--- src/rtl/core/assert_macros.svh ---
// Assertion macros shared by the list table RTL.
`ifndef ASSERT_MACROS_SVH
`define ASSERT_MACROS_SVH

`ifndef SYNTHESIS

// Checks a property on every clock edge outside reset.
`define ASSERT_PROP(lbl, clk, rst, prop, msg) \
  lbl: assert property (@(posedge clk) disable iff (rst) (prop)) else $error(msg);

// Checks that a condition never holds outside reset.
`define ASSERT_NEVER(lbl, clk, rst, cond, msg) \
  lbl: assert property (@(posedge clk) disable iff (rst) !(cond)) else $error(msg);

`else

`define ASSERT_PROP(lbl, clk, rst, prop, msg)
`define ASSERT_NEVER(lbl, clk, rst, cond, msg)

`endif

`endif

--- src/rtl/core/olt_pkg.sv ---
// Types and constants of the ordered value list table.
package olt_pkg;

  localparam int DEPTH   = 16;
  localparam int IDX_W   = (DEPTH > 1) ? $clog2(DEPTH) : 1;
  localparam int FILL_W  = $clog2(DEPTH + 1);
  localparam int MODE_W  = 2;
  localparam int VALUE_W = 32;
  localparam int COUNT_W = 5;
  localparam int IN_W    = ((MODE_W + VALUE_W + 7) / 8) * 8;
  localparam int OUT_W   = ((1 + COUNT_W + 7) / 8) * 8;

  typedef enum logic [MODE_W-1:0] {
    MODE_APPEND = 2'd0,
    MODE_POP    = 2'd1,
    MODE_SEARCH = 2'd2,
    MODE_DELETE = 2'd3
  } mode_t;

  typedef enum logic [1:0] {
    ST_IDLE,
    ST_SCAN,
    ST_SHIFT,
    ST_DONE
  } state_t;

  // Controller to datapath.
  typedef struct packed {
    logic accept;
    logic scan;
    logic shift;
    logic load_out;
  } cmd_t;

  // Datapath to controller.
  typedef struct packed {
    mode_t in_mode;
    mode_t mode;
    logic  empty;
    logic  hit;
    logic  last;
  } status_t;

endpackage

--- src/rtl/core/ordered_value_list_table.sv ---
// Ordered value list table: the entries are walked through a memory with one read and one
// write port, one entry per cycle. An item is accepted, search and delete scan the held
// entries for its value, a removal compacts each slot from the removed entry to the tail,
// and the result is handed to the output register once that register is free. Remove-head
// skips the scan; append and any operation on an empty list go straight to the hand-off.
// A new transaction is taken while the previous result still waits in the output register.
module ordered_value_list_table (
  input  logic                      clk,
  input  logic                      rst,
  input  logic                      s_tvalid,
  output logic                      s_tready,
  input  logic [olt_pkg::IN_W-1:0]  s_tdata,  // mode[1:0], value[33:2], zero pad
  output logic                      m_tvalid,
  input  logic                      m_tready,
  output logic [olt_pkg::OUT_W-1:0] m_tdata   // ok[0], count[5:1], zero pad
);
  import olt_pkg::*;

  cmd_t    cmd;
  status_t status;

  olt_ctrl u_ctrl (
    .clk      (clk),
    .rst      (rst),
    .s_tvalid (s_tvalid),
    .s_tready (s_tready),
    .m_tvalid (m_tvalid),
    .m_tready (m_tready),
    .status   (status),
    .cmd      (cmd)
  );

  olt_dp u_dp (
    .clk      (clk),
    .rst      (rst),
    .cmd      (cmd),
    .in_data  (s_tdata),
    .status   (status),
    .out_data (m_tdata)
  );

endmodule

--- src/rtl/core/olt_dp.sv ---
// Datapath of the list table: entry memory, walk index, fill count and result register.
`include "assert_macros.svh"

module olt_dp (
  input  logic                     clk,
  input  logic                     rst,
  input  olt_pkg::cmd_t            cmd,
  input  logic [olt_pkg::IN_W-1:0] in_data,
  output olt_pkg::status_t         status,
  output logic [olt_pkg::OUT_W-1:0] out_data
);
  import olt_pkg::*;

  logic [VALUE_W-1:0] mem [DEPTH];
  logic [VALUE_W-1:0] rd_data;
  logic [IDX_W-1:0]   rd_addr;
  logic               wr_en;
  logic [IDX_W-1:0]   wr_addr;
  logic [VALUE_W-1:0] wr_data;

  mode_t              in_mode;
  logic [VALUE_W-1:0] in_value;
  mode_t              mode;
  logic [VALUE_W-1:0] value;
  logic [IDX_W-1:0]   idx;
  logic [FILL_W-1:0]  fill;
  logic [FILL_W-1:0]  idx_inc;
  logic               full;
  logic               ok;
  logic               out_ok;
  logic [COUNT_W-1:0] out_count;

  assign in_mode  = mode_t'(in_data[MODE_W-1:0]);
  assign in_value = in_data[MODE_W +: VALUE_W];
  assign full     = (fill == FILL_W'(DEPTH));
  assign idx_inc  = FILL_W'(idx) + FILL_W'(1);

  assign status.in_mode = in_mode;
  assign status.mode    = mode;
  assign status.empty   = (fill == '0);
  assign status.hit     = (rd_data == value);
  assign status.last    = (idx_inc == fill);

  // A shift needs the entry above the current slot, one read ahead of the write.
  always_comb begin
    if (cmd.accept) begin
      rd_addr = (in_mode == MODE_POP) ? IDX_W'(1) : '0;
    end else if (cmd.scan) begin
      rd_addr = idx + IDX_W'(1);
    end else begin
      rd_addr = idx + IDX_W'(2);
    end
  end

  always_comb begin
    wr_en   = 1'b0;
    wr_addr = idx;
    wr_data = rd_data;
    if (cmd.accept && in_mode == MODE_APPEND && !full) begin
      wr_en   = 1'b1;
      wr_addr = fill[IDX_W-1:0];
      wr_data = in_value;
    end else if (cmd.shift && !status.last) begin
      wr_en = 1'b1;
    end
  end

  always_ff @(posedge clk) begin
    if (wr_en) begin
      mem[wr_addr] <= wr_data;
    end
    rd_data <= mem[rd_addr];
  end

  always_ff @(posedge clk) begin
    if (rst) begin
      fill <= '0;
    end else if (cmd.accept && in_mode == MODE_APPEND && !full) begin
      fill <= fill + FILL_W'(1);
    end else if (cmd.shift && status.last) begin
      fill <= fill - FILL_W'(1);
    end
  end

  always_ff @(posedge clk) begin
    if (cmd.accept) begin
      mode  <= in_mode;
      value <= in_value;
      idx   <= '0;
      case (in_mode)
        MODE_APPEND: ok <= !full;
        MODE_POP:    ok <= !status.empty;
        default:     ok <= 1'b0;
      endcase
    end else if (cmd.scan) begin
      if (status.hit) begin
        ok <= 1'b1;
      end else begin
        idx <= idx + IDX_W'(1);
      end
    end else if (cmd.shift && !status.last) begin
      idx <= idx + IDX_W'(1);
    end
    if (cmd.load_out) begin
      out_ok    <= ok;
      out_count <= COUNT_W'(fill);
    end
  end

  assign out_data = OUT_W'({out_count, out_ok});

  `ASSERT_NEVER(a_fill_bound, clk, rst, fill > FILL_W'(DEPTH), "fill count above depth")
  `ASSERT_NEVER(a_scan_in_range, clk, rst, cmd.scan && (FILL_W'(idx) >= fill),
                "scan beyond held entries")
  `ASSERT_PROP(a_shift_end, clk, rst,
               (cmd.shift && status.last) |=> (fill == $past(fill) - FILL_W'(1)),
               "compaction did not drop one entry")

endmodule

--- src/rtl/core/olt_ctrl.sv ---
// Controller of the list table: sequences accept, scan, compaction and result hand-off.
`include "assert_macros.svh"

module olt_ctrl (
  input  logic             clk,
  input  logic             rst,
  input  logic             s_tvalid,
  output logic             s_tready,
  output logic             m_tvalid,
  input  logic             m_tready,
  input  olt_pkg::status_t status,
  output olt_pkg::cmd_t    cmd
);
  import olt_pkg::*;

  state_t state;
  state_t state_next;
  logic   out_free;

  assign out_free = !m_tvalid || m_tready;

  always_comb begin
    state_next = state;
    case (state)
      ST_IDLE: begin
        if (s_tvalid) begin
          case (status.in_mode)
            MODE_APPEND: state_next = ST_DONE;
            MODE_POP:    state_next = status.empty ? ST_DONE : ST_SHIFT;
            default:     state_next = status.empty ? ST_DONE : ST_SCAN;
          endcase
        end
      end
      ST_SCAN: begin
        if (status.hit) begin
          state_next = (status.mode == MODE_SEARCH) ? ST_DONE : ST_SHIFT;
        end else if (status.last) begin
          state_next = ST_DONE;
        end
      end
      ST_SHIFT: begin
        if (status.last) begin
          state_next = ST_DONE;
        end
      end
      ST_DONE: begin
        if (out_free) begin
          state_next = ST_IDLE;
        end
      end
      default: state_next = ST_IDLE;
    endcase
  end

  always_comb begin
    s_tready     = 1'b0;
    cmd.accept   = 1'b0;
    cmd.scan     = 1'b0;
    cmd.shift    = 1'b0;
    cmd.load_out = 1'b0;
    case (state)
      ST_IDLE: begin
        s_tready   = !rst;
        cmd.accept = s_tvalid && !rst;
      end
      ST_SCAN:  cmd.scan     = 1'b1;
      ST_SHIFT: cmd.shift    = 1'b1;
      ST_DONE:  cmd.load_out = out_free;
      default: ;
    endcase
  end

  always_ff @(posedge clk) begin
    if (rst) begin
      state    <= ST_IDLE;
      m_tvalid <= 1'b0;
    end else begin
      state <= state_next;
      if (cmd.load_out) begin
        m_tvalid <= 1'b1;
      end else if (m_tready) begin
        m_tvalid <= 1'b0;
      end
    end
  end

  `ASSERT_PROP(a_one_in_flight, clk, rst, cmd.accept |=> !s_tready,
               "second transaction taken while one is in progress")
  `ASSERT_PROP(a_result_loaded, clk, rst, cmd.load_out |=> m_tvalid,
               "result loaded but not offered")
  `ASSERT_PROP(a_result_held, clk, rst, (m_tvalid && !m_tready) |=> m_tvalid,
               "result withdrawn before it was taken")

endmodule

--- config.mk ---
export PLATFORM = sky130hd
export DESIGN_NAME = ordered_value_list_table
export DESIGN_NICKNAME = d
export VERILOG_FILES = /design/src/rtl/core/olt_pkg.sv /design/src/rtl/core/ordered_value_list_table.sv /design/src/rtl/core/olt_dp.sv /design/src/rtl/core/olt_ctrl.sv
export VERILOG_INCLUDE_DIRS = /design/src /design/src/rtl/core
export SDC_FILE = /design/constraint.sdc
export NUM_CORES = 1
export LEC_CHECK = 0
export BUFFER_PORTS_ARGS = -buffer_cell sky130_fd_sc_hd__buf_2
export CORE_ASPECT_RATIO = 1.2
export CORE_MARGIN = 4
export CORE_UTILIZATION = 46
export CTS_CLUSTER_SIZE = 40
export DETAILED_ROUTE_END_ITERATION = 12
export GPL_ROUTABILITY_DRIVEN = 1
export SLEW_MARGIN = 20
export SYNTH_ARGS = -nofsm -noshare
export SYNTH_HDL_FRONTEND = slang
export SYNTH_HIERARCHICAL = 1
export SYNTH_SLANG_ARGS = --single-unit
--- constraint.sdc ---
create_clock -name clk -period 6.55 [get_ports clk]
set_input_delay 0 -clock clk [delete_from_list [all_inputs] [get_ports clk]]
set_output_delay 0 -clock clk [all_outputs]
set_load 0.1 [all_outputs]
==> results.py, run 1 <==
metrics = {
    "critical_path": {
        "r2r_cells": 8,
        "required_ps": 6820,
        "worst-setup-path-type": "flop to flop",
        "cp_max_fo": 43,
        "start_kind": "flop",
        "critPathArrivalTime_ps": 4700,
        "worstSetupEndpointType": "flop",
        "cpMaxStageDelayCell": "o211a_4",
        "crit_path_cell_trace": "nor3_1 > and2_2 > o211a_4 > clkinv_4 > nor3b_1 > a31oi_2 > nor2_4 > buf_4",
        "r2r_start": "u_ctrl/state[1]$_SDFFE_PP0P_",
        "crit_start": "u_ctrl/state[1]$_SDFFE_PP0P_",
        "r2r-end": "u_dp/mem[6][18]$_DFFE_PP_",
        "path_delay_family": "simple AND/OR/NAND/NOR gates",
        "rrSetupSlack_ps": 2120,
        "crit_cells": 8,
        "max_stage_delay_ps": 700,
        "endpoint": "u_dp/mem[6][18]$_DFFE_PP_",
        "cp_num_buf_inv": 2,
    },
    "timing": {
        "rsz0062_at_grt": "no",
        "maxSlewViolCount": 0,
        "tightest_slew_ps": 1140,
        "fin_skew_ps": 14.3,
        "whs_ps": 126,
        "hold_viol_final": 0,
        "final.period_utilization_pct": 67.6,
        "clock.fmax_mhz": 226,
        "finalSetupTns_ps": 0,
        "final.min_clock_period_ps": 4430,
        "slew_headroom_pct": 24.0,
        "setup_violations": 0,
    },
    "final_layout": {
        "drive_above_1_share_pct": 10.3,
        "fill_cells": 4320,
        "antenna_cells": 0,
        "fin_cells": 2612,
        "area_delta_synth_final_pct": 13.7,
        "fin_nets": 1917,
    },
    "route": {
        "met1_length_mm": 24.4,
        "viasPerCell": 5.54,
        "vias": 14500,
        "drc": 0,
        "dr.pass1.iters": 5,
        "wl_per_cell_um": 22.4,
        "drt_iter0_drc": 1163,
        "top_layer": "met4",
        "drt-total-wl_mm": 58.5,
        "dr_wl_met2_mm": 29.0,
        "wl_met3_mm": 3.39,
        "drt.antenna.violating_nets": 0,
    },
    "run_status": {
        "status": "finished, final reports clean",
    },
    "floorplan": {
        "dieHeight_um": 258,
        "ios": 54,
        "rows": 91,
        "die_x_um": 216,
        "die_area_mm2": 0.0558,
        "start_util_pct": 46.6,
        "fp.coreArea_mm2": 0.0515,
    },
    "pwr": {
        "leakage_uw": 0.00986,
        "power_frac_clock_pct": 24.1,
        "combPwrFrac_pct": 38.1,
        "p_per_area_mw_per_mm2": 508,
        "peakVddDrop_mv": 0.707,
        "seq_power_share_pct": 37.9,
        "internal-power_uw": 8640,
        "p_switching_uw": 5200,
        "p_sw_share_pct": 37.6,
    },
    "place": {
        "routabilityCongestion": 0.769,
        "dp_hpwl_mm": 29.9,
        "dp_cells": 2467,
        "io_buffers": 45,
    },
    "synthesis": {
        "synthAdderAreaFrac_pct": 0.386,
        "synth_edf_count": 553,
        "mappedNetlistArea_mm2": 0.0240,
        "synthCells": 1802,
        "yosysTopAreaCell": "edfxtp_1",
        "synth_mux_area_share_pct": 4.36,
        "synth-simple-area-share_pct": 14.6,
        "synth_xor_area_share_pct": 1.50,
        "ys.warnings.count": 6,
        "synth_top_area_share_pct": 69.3,
        "synth_top_family_by_area": "simple AND/OR/NAND/NOR gates",
        "synth-compound-area-share_pct": 3.72,
        "ys.flop_type": "edfxtp_1",
        "ys_ff_latch": 597,
        "ys_seq_area_share_pct": 73.0,
        "syn_avg_cell_area_um2": 13.3,
        "synth_area_leaders": "edfxtp_1 69%, nand2_1 8.7%, mux2i_1 4.2%",
        "yosysMostFrequentCell": "nand2_1",
        "yosysUniqueCellTypes": 61,
        "async_flop_share_pct": 0,
        "synthTopCellsByCount": "554 x nand2_1, 553 x edfxtp_1, 196 x nand3_1, 101 x mux2i_1, 44 x dfxtp_1",
    },
    "global_routing": {
        "grt_usage_pct": 20.9,
        "antenna_found_initial": 0,
        "grt_start_max_net_pins": 193,
        "grt_pass1_wl_mm": 88.5,
        "grt_pass1_vias": 14300,
        "grt-ovfl-total": 0,
    },
    "clocking": {
        "clockBufferDepth": 3,
        "root_buffer": "clkbuf_16",
        "h-tree-depth": 2,
        "clk_pin_slew_worst_paths_ps": 60,
        "cts_buffers": 56,
        "cts.sinks": 597,
        "post_cts_resized": 0,
        "cts_tree": "yes",
        "clk_latency_ps": 610,
    },
    "min_path": {
        "hold_class": "input port to flop",
    },
    "job": {
        "max_cap_violations": 0,
    },
}
[metal layers]
layer | up-vias | track usage [%]
met3 | 106 | 3.12
li1 | 6659 | -
met5 | - | 0
met4 | 0 | 6.63
met1 | 7292 | 27.7
met2 | 424 | 35.7
[timing repair]
item	4_1_cts	5_1_grt
hold endpoints to repair	49	0
buffers inserted	0	0
hold buffers	39	0
[cell families (layout without fill, tap and decap cells)]
family          Yosys count  count (layout)
fa+ha+maj                 7               7
xor+xnor                 41              41
buf+inv                 120             232
compound gates          104             104
mux                     104             104
flops                   597             597
other cells               1               2
simple gates            828             828
[worst min-delay path by stage]
stage / startpoint / endpoint / slack [ps] / depth (start not counted)
after global routing: s_tdata[14] / u_dp/value[12]$_DFFE_PP_ / 110 / 2
after detailed placement: s_tdata[24] / u_dp/value[22]$_DFFE_PP_ / 190 / 1
after CTS: s_tdata[25] / u_dp/value[23]$_DFFE_PP_ / 80 / 2
after global placement: s_tdata[24] / u_dp/value[22]$_DFFE_PP_ / 190 / 1
after floorplan: rst / u_ctrl/m_tvalid$_SDFFE_PP0P_ / 70 / 1
final: s_tdata[25] / u_dp/value[23]$_DFFE_PP_ / 130 / 2
[worst reg2reg max path, stage by stage (launching register included)]
cell      delay [ps]
dfxtp_1          410
nor3_1           310
and2_2           220
o211a_4          700
clkinv_4         690
nor3b_1          440
a31oi_2          170
nor2_4           690
buf_4            460
[power groups by stage]
stage          Sequential (uW)  Clock (uW)  Combinational, uW
3_3_place_gp              5300           0               5170
4_1_cts                   5240        3400               5310
5_1_grt                   5280        3550               5840
6_report                  5240        3330               5270
2_1_floorplan             5280           0               3770
3_5_place_dp              5320           0               5280
[flip-flops by register name, summed over array words and instances (netlist names), 2 cells and up]
register	flops
u_dp/mem	512
u_dp/idx	4
u_dp/value	32
u_dp/rd_data	32
u_dp/fill	5
u_dp/out_count	5
u_dp/mode	2
u_ctrl/state	2
[metrics by stage]
stage	worst slack [ps]	cell area, um^2	power (uW)	utilization, %
3_5_place_dp	2150	24900	10600	48.5
2_1_floorplan	157	24000	9050	-
5_1_grt	1900	27200	14700	52.9
6_report	2120	27200	13800	52.9
4_1_cts	2120	27200	14000	52.9
3_3_place_gp	2340	24900	10500	48.5
[cell usage in the layout (no fill, tap or decap), types with 6 or more instances in the layout]
cell / netlist / layout
edfxtp_1: 553 / 553
nand2_1: 554 / 552
nand3_1: 196 / 196
mux2i_1: 101 / 101
clkbuf_16: 0 / 58
buf_2: 42 / 45
dfxtp_1: 44 / 44
dlygate4sd3_1: 0 / 39
xor2_1: 35 / 35
a32oi_1: 32 / 32
o221ai_1: 32 / 32
buf_4: 12 / 26
clkbuf_1: 37 / 19
nor2_1: 31 / 18
nor2_4: 0 / 13
inv_1: 12 / 12
clkbuf_8: 0 / 9
nor4_1: 9 / 9
a21oi_1: 8 / 8
bufinv_16: 0 / 6
nor2b_1: 7 / 6
nor3_1: 6 / 6
xnor2_1: 6 / 6
[cell type report]
| class | count | area (um^2) | share of cell area (%) |
|---|---|---|---|
| Multi-Input combinational cell | 1086 | 6050 | 22.2 |
| Tap cell | 697 | 872 | 3.20 |
| Clock buffer | 86 | 1650 | 6.04 |
| Timing Repair Buffer | 113 | 871 | 3.20 |
| Clock inverter | 20 | 263 | 0.964 |
| Sequential cell | 597 | 17500 | 64.2 |
| Inverter | 13 | 53.8 | 0.197 |
(Power assumes the default switching activity.)
==> run 2, diff against run 1 <==
Clock period 6.55 ns to 4.4 ns, I/O delays scaled along.
==> run 2 against run 1 <==
  * Flip-flop and latch count stayed put
  * Cell count is 0.46% higher
  * Largest power group unchanged
  * Critical path depth did not move
  * Maximum frequency up 20%
  * Worst setup slack got worse by 1400 ps
  * Critical path type unchanged
  * Register-to-register slack got worse by 1400 ps
  * Clock power grew 41%
  * Utilization grew 0.26 points
  * Global-route usage down 0.41 points
==> results.py, run 2 (synthesized netlist as in run 1, its figures left out) <==
metrics = {
    "route": {
        "dr_wl_met2_mm": 28.4,
        "vias": 14300,
        "drc": 0,
        "met1_length_mm": 24.4,
        "dr.pass1.iters": 7,
        "drt_iter0_drc": 1184,
        "wl_met3_mm": 3.42,
        "drt-total-wl_mm": 58.2,
        "top_layer": "met5",
        "viasPerCell": 5.46,
        "drt.antenna.violating_nets": 0,
        "wl_per_cell_um": 22.2,
    },
    "clocking": {
        "cts.sinks": 597,
        "post_cts_resized": 0,
        "clockBufferDepth": 3,
        "root_buffer": "clkbuf_16",
        "h-tree-depth": 2,
        "clk_pin_slew_worst_paths_ps": 60,
        "cts_buffers": 58,
        "clk_latency_ps": 620,
        "cts_tree": "yes",
    },
    "timing": {
        "tightest_slew_ps": 993,
        "final.period_utilization_pct": 83.8,
        "hold_viol_final": 0,
        "setup_violations": 0,
        "clock.fmax_mhz": 271,
        "fin_skew_ps": 16.9,
        "finalSetupTns_ps": 0,
        "slew_headroom_pct": 33.5,
        "maxSlewViolCount": 0,
        "rsz0062_at_grt": "no",
        "final.min_clock_period_ps": 3690,
        "fin_ws_ps": 715,
    },
    "critical_path": {
        "r2r_start": "u_dp/fill[0]$_SDFFE_PP0P_",
        "r2r-end": "u_dp/mem[15][1]$_DFFE_PP_",
        "cp_max_fo": 24,
        "critPathArrivalTime_ps": 3980,
        "rrSetupSlack_ps": 710,
        "worstSetupEndpointType": "flop",
        "required_ps": 4700,
        "crit_path_cell_trace": "or4_4 > o211a_4 > clkinv_4 > buf_4 > a31oi_2 > inv_1 > and2_2 > buf_4",
        "r2r_cells": 8,
        "worst-setup-path-type": "flop to flop",
        "path_common_cell": "buf_4",
        "max_stage_delay_ps": 600,
        "path_delay_family": "simple AND/OR/NAND/NOR gates",
        "cpMaxStageDelayCell": "or4_4",
        "start_kind": "flop",
        "cp_num_buf_inv": 4,
    },
    "final_layout": {
        "final_area_mm2": 0.0274,
        "fill_cells": 4296,
        "fin_util_pct": 53.2,
        "top_register": "u_dp/mem",
        "ff_latch_area_mm2": 0.0175,
        "area_delta_synth_final_pct": 14.3,
        "multi_input_area_mm2": 0.00606,
        "fin_nets": 1928,
        "antenna_cells": 0,
        "mostFrequentLayoutCells": "553 x edfxtp_1, 552 x nand2_1, 196 x nand3_1, 101 x mux2i_1, 59 x clkbuf_16",
        "drive_above_1_share_pct": 10.7,
        "largest_reg_flops": 512,
        "top_regs": "u_dp/mem x512, u_dp/rd_data x32, u_dp/value x32",
        "final_common_cell": "edfxtp_1",
    },
    "global_routing": {
        "grt_start_max_net_pins": 109,
        "antenna_found_initial": 1,
        "grt_usage_pct": 20.5,
        "grt_pass1_vias": 13900,
        "grt_pass1_wl_mm": 86.0,
        "grt-ovfl-total": 0,
    },
    "run_status": {
        "status": "finished, final reports clean",
    },
    "place": {
        "routabilityCongestion": 0.791,
        "dp_slack_ps": 652,
        "place_area_mm2": 0.0252,
        "io_buffers": 45,
        "dp_hpwl_mm": 31.3,
    },
    "min_path": {
        "hold_class": "input port to flop",
        "min_path_cells": 2,
        "hold_start": "s_tdata[8]",
        "worstHoldEndpoint": "u_dp/value[6]$_DFFE_PP_",
    },
    "pwr": {
        "leakage_uw": 0.00991,
        "p_per_area_mw_per_mm2": 749,
        "peakVddDrop_mv": 0.622,
    },
    "floorplan": {
        "rows": 91,
        "start_util_pct": 46.6,
        "fp.coreArea_mm2": 0.0515,
        "dieHeight_um": 258,
        "die_x_um": 216,
        "ios": 54,
        "die_area_mm2": 0.0558,
    },
    "job": {
        "max_cap_violations": 0,
    },
}
## run 2: changes by cell type in the layout (fill, tap and decap cells not counted), sizes merged
cell | before | now
dlygate4sd3 | 39 | 40
clkbuf | 86 | 74
clkinv | 12 | 31
bufinv | 6 | 2
buf | 74 | 82
inv | 12 | 14
clkinvlp | 3 | 1
## run 2: routing by layer
metal  vias up  track usage, %
met1      7063            27.4
li1       6698               -
met3       105            2.98
met5         -               0
met4         2            7.43
met2       447            34.3
## run 2: metrics by stage
step,power (uW),hold slack [ps],std cells
CTS,20700,80.7,2624
detailed placement,15900,201,2475
finish,20500,124,2624
floorplan,13500,69.1,1803
global route,21700,112,2624
global placement,15800,199,2475
## run 2: area by class of cell
cell class / instances / share of cell area [%]
Inverter: 13 / 0.196
Multi-Input combinational cell: 1086 / 22.1
Tap cell: 697 / 3.18
Clock inverter: 35 / 0.841
Timing Repair Buffer: 122 / 4.08
Clock buffer: 74 / 5.71
Sequential cell: 597 / 63.9
## run 2: power breakdown
part	leakage (uW)	internal (uW)	total [uW]	switching, uW
Sequential	0.00537	7530	7790	267
Combinational	0.00365	2550	8040	5490
Clock	0.000886	2620	4680	2060
## run 2: how the worst max path moves through the flow
stage | to | cells after the start | slack [ps] | start
2_1_floorplan | u_dp/mem[6][0]$_DFFE_PP_ | 9 | 280 | u_ctrl/state[1]$_SDFFE_PP0P_
3_3_place_gp | u_dp/mem[15][13]$_DFFE_PP_ | 8 | 690 | u_dp/fill[0]$_SDFFE_PP0P_
3_5_place_dp | u_dp/mem[15][7]$_DFFE_PP_ | 8 | 650 | u_dp/fill[0]$_SDFFE_PP0P_
4_1_cts | u_dp/mem[15][16]$_DFFE_PP_ | 8 | 660 | u_dp/fill[0]$_SDFFE_PP0P_
5_1_grt | u_dp/mem[0][28]$_DFFE_PP_ | 8 | 540 | u_dp/idx[1]$_SDFFE_PP0P_
6_report | u_dp/mem[15][1]$_DFFE_PP_ | 8 | 710 | u_dp/fill[0]$_SDFFE_PP0P_
## run 2: worst register-to-register path, stage by stage, from the launching register on
cell	delay [ps]
dfxtp_1	410
or4_4	600
o211a_4	350
clkinv_4	250
buf_4	380
a31oi_2	260
inv_1	100
and2_2	580
buf_4	440
## run 2: repair_timing
item,4_1_cts,5_1_grt
hold endpoints to repair,49,0
hold buffers,40,0
buffers inserted,0,0
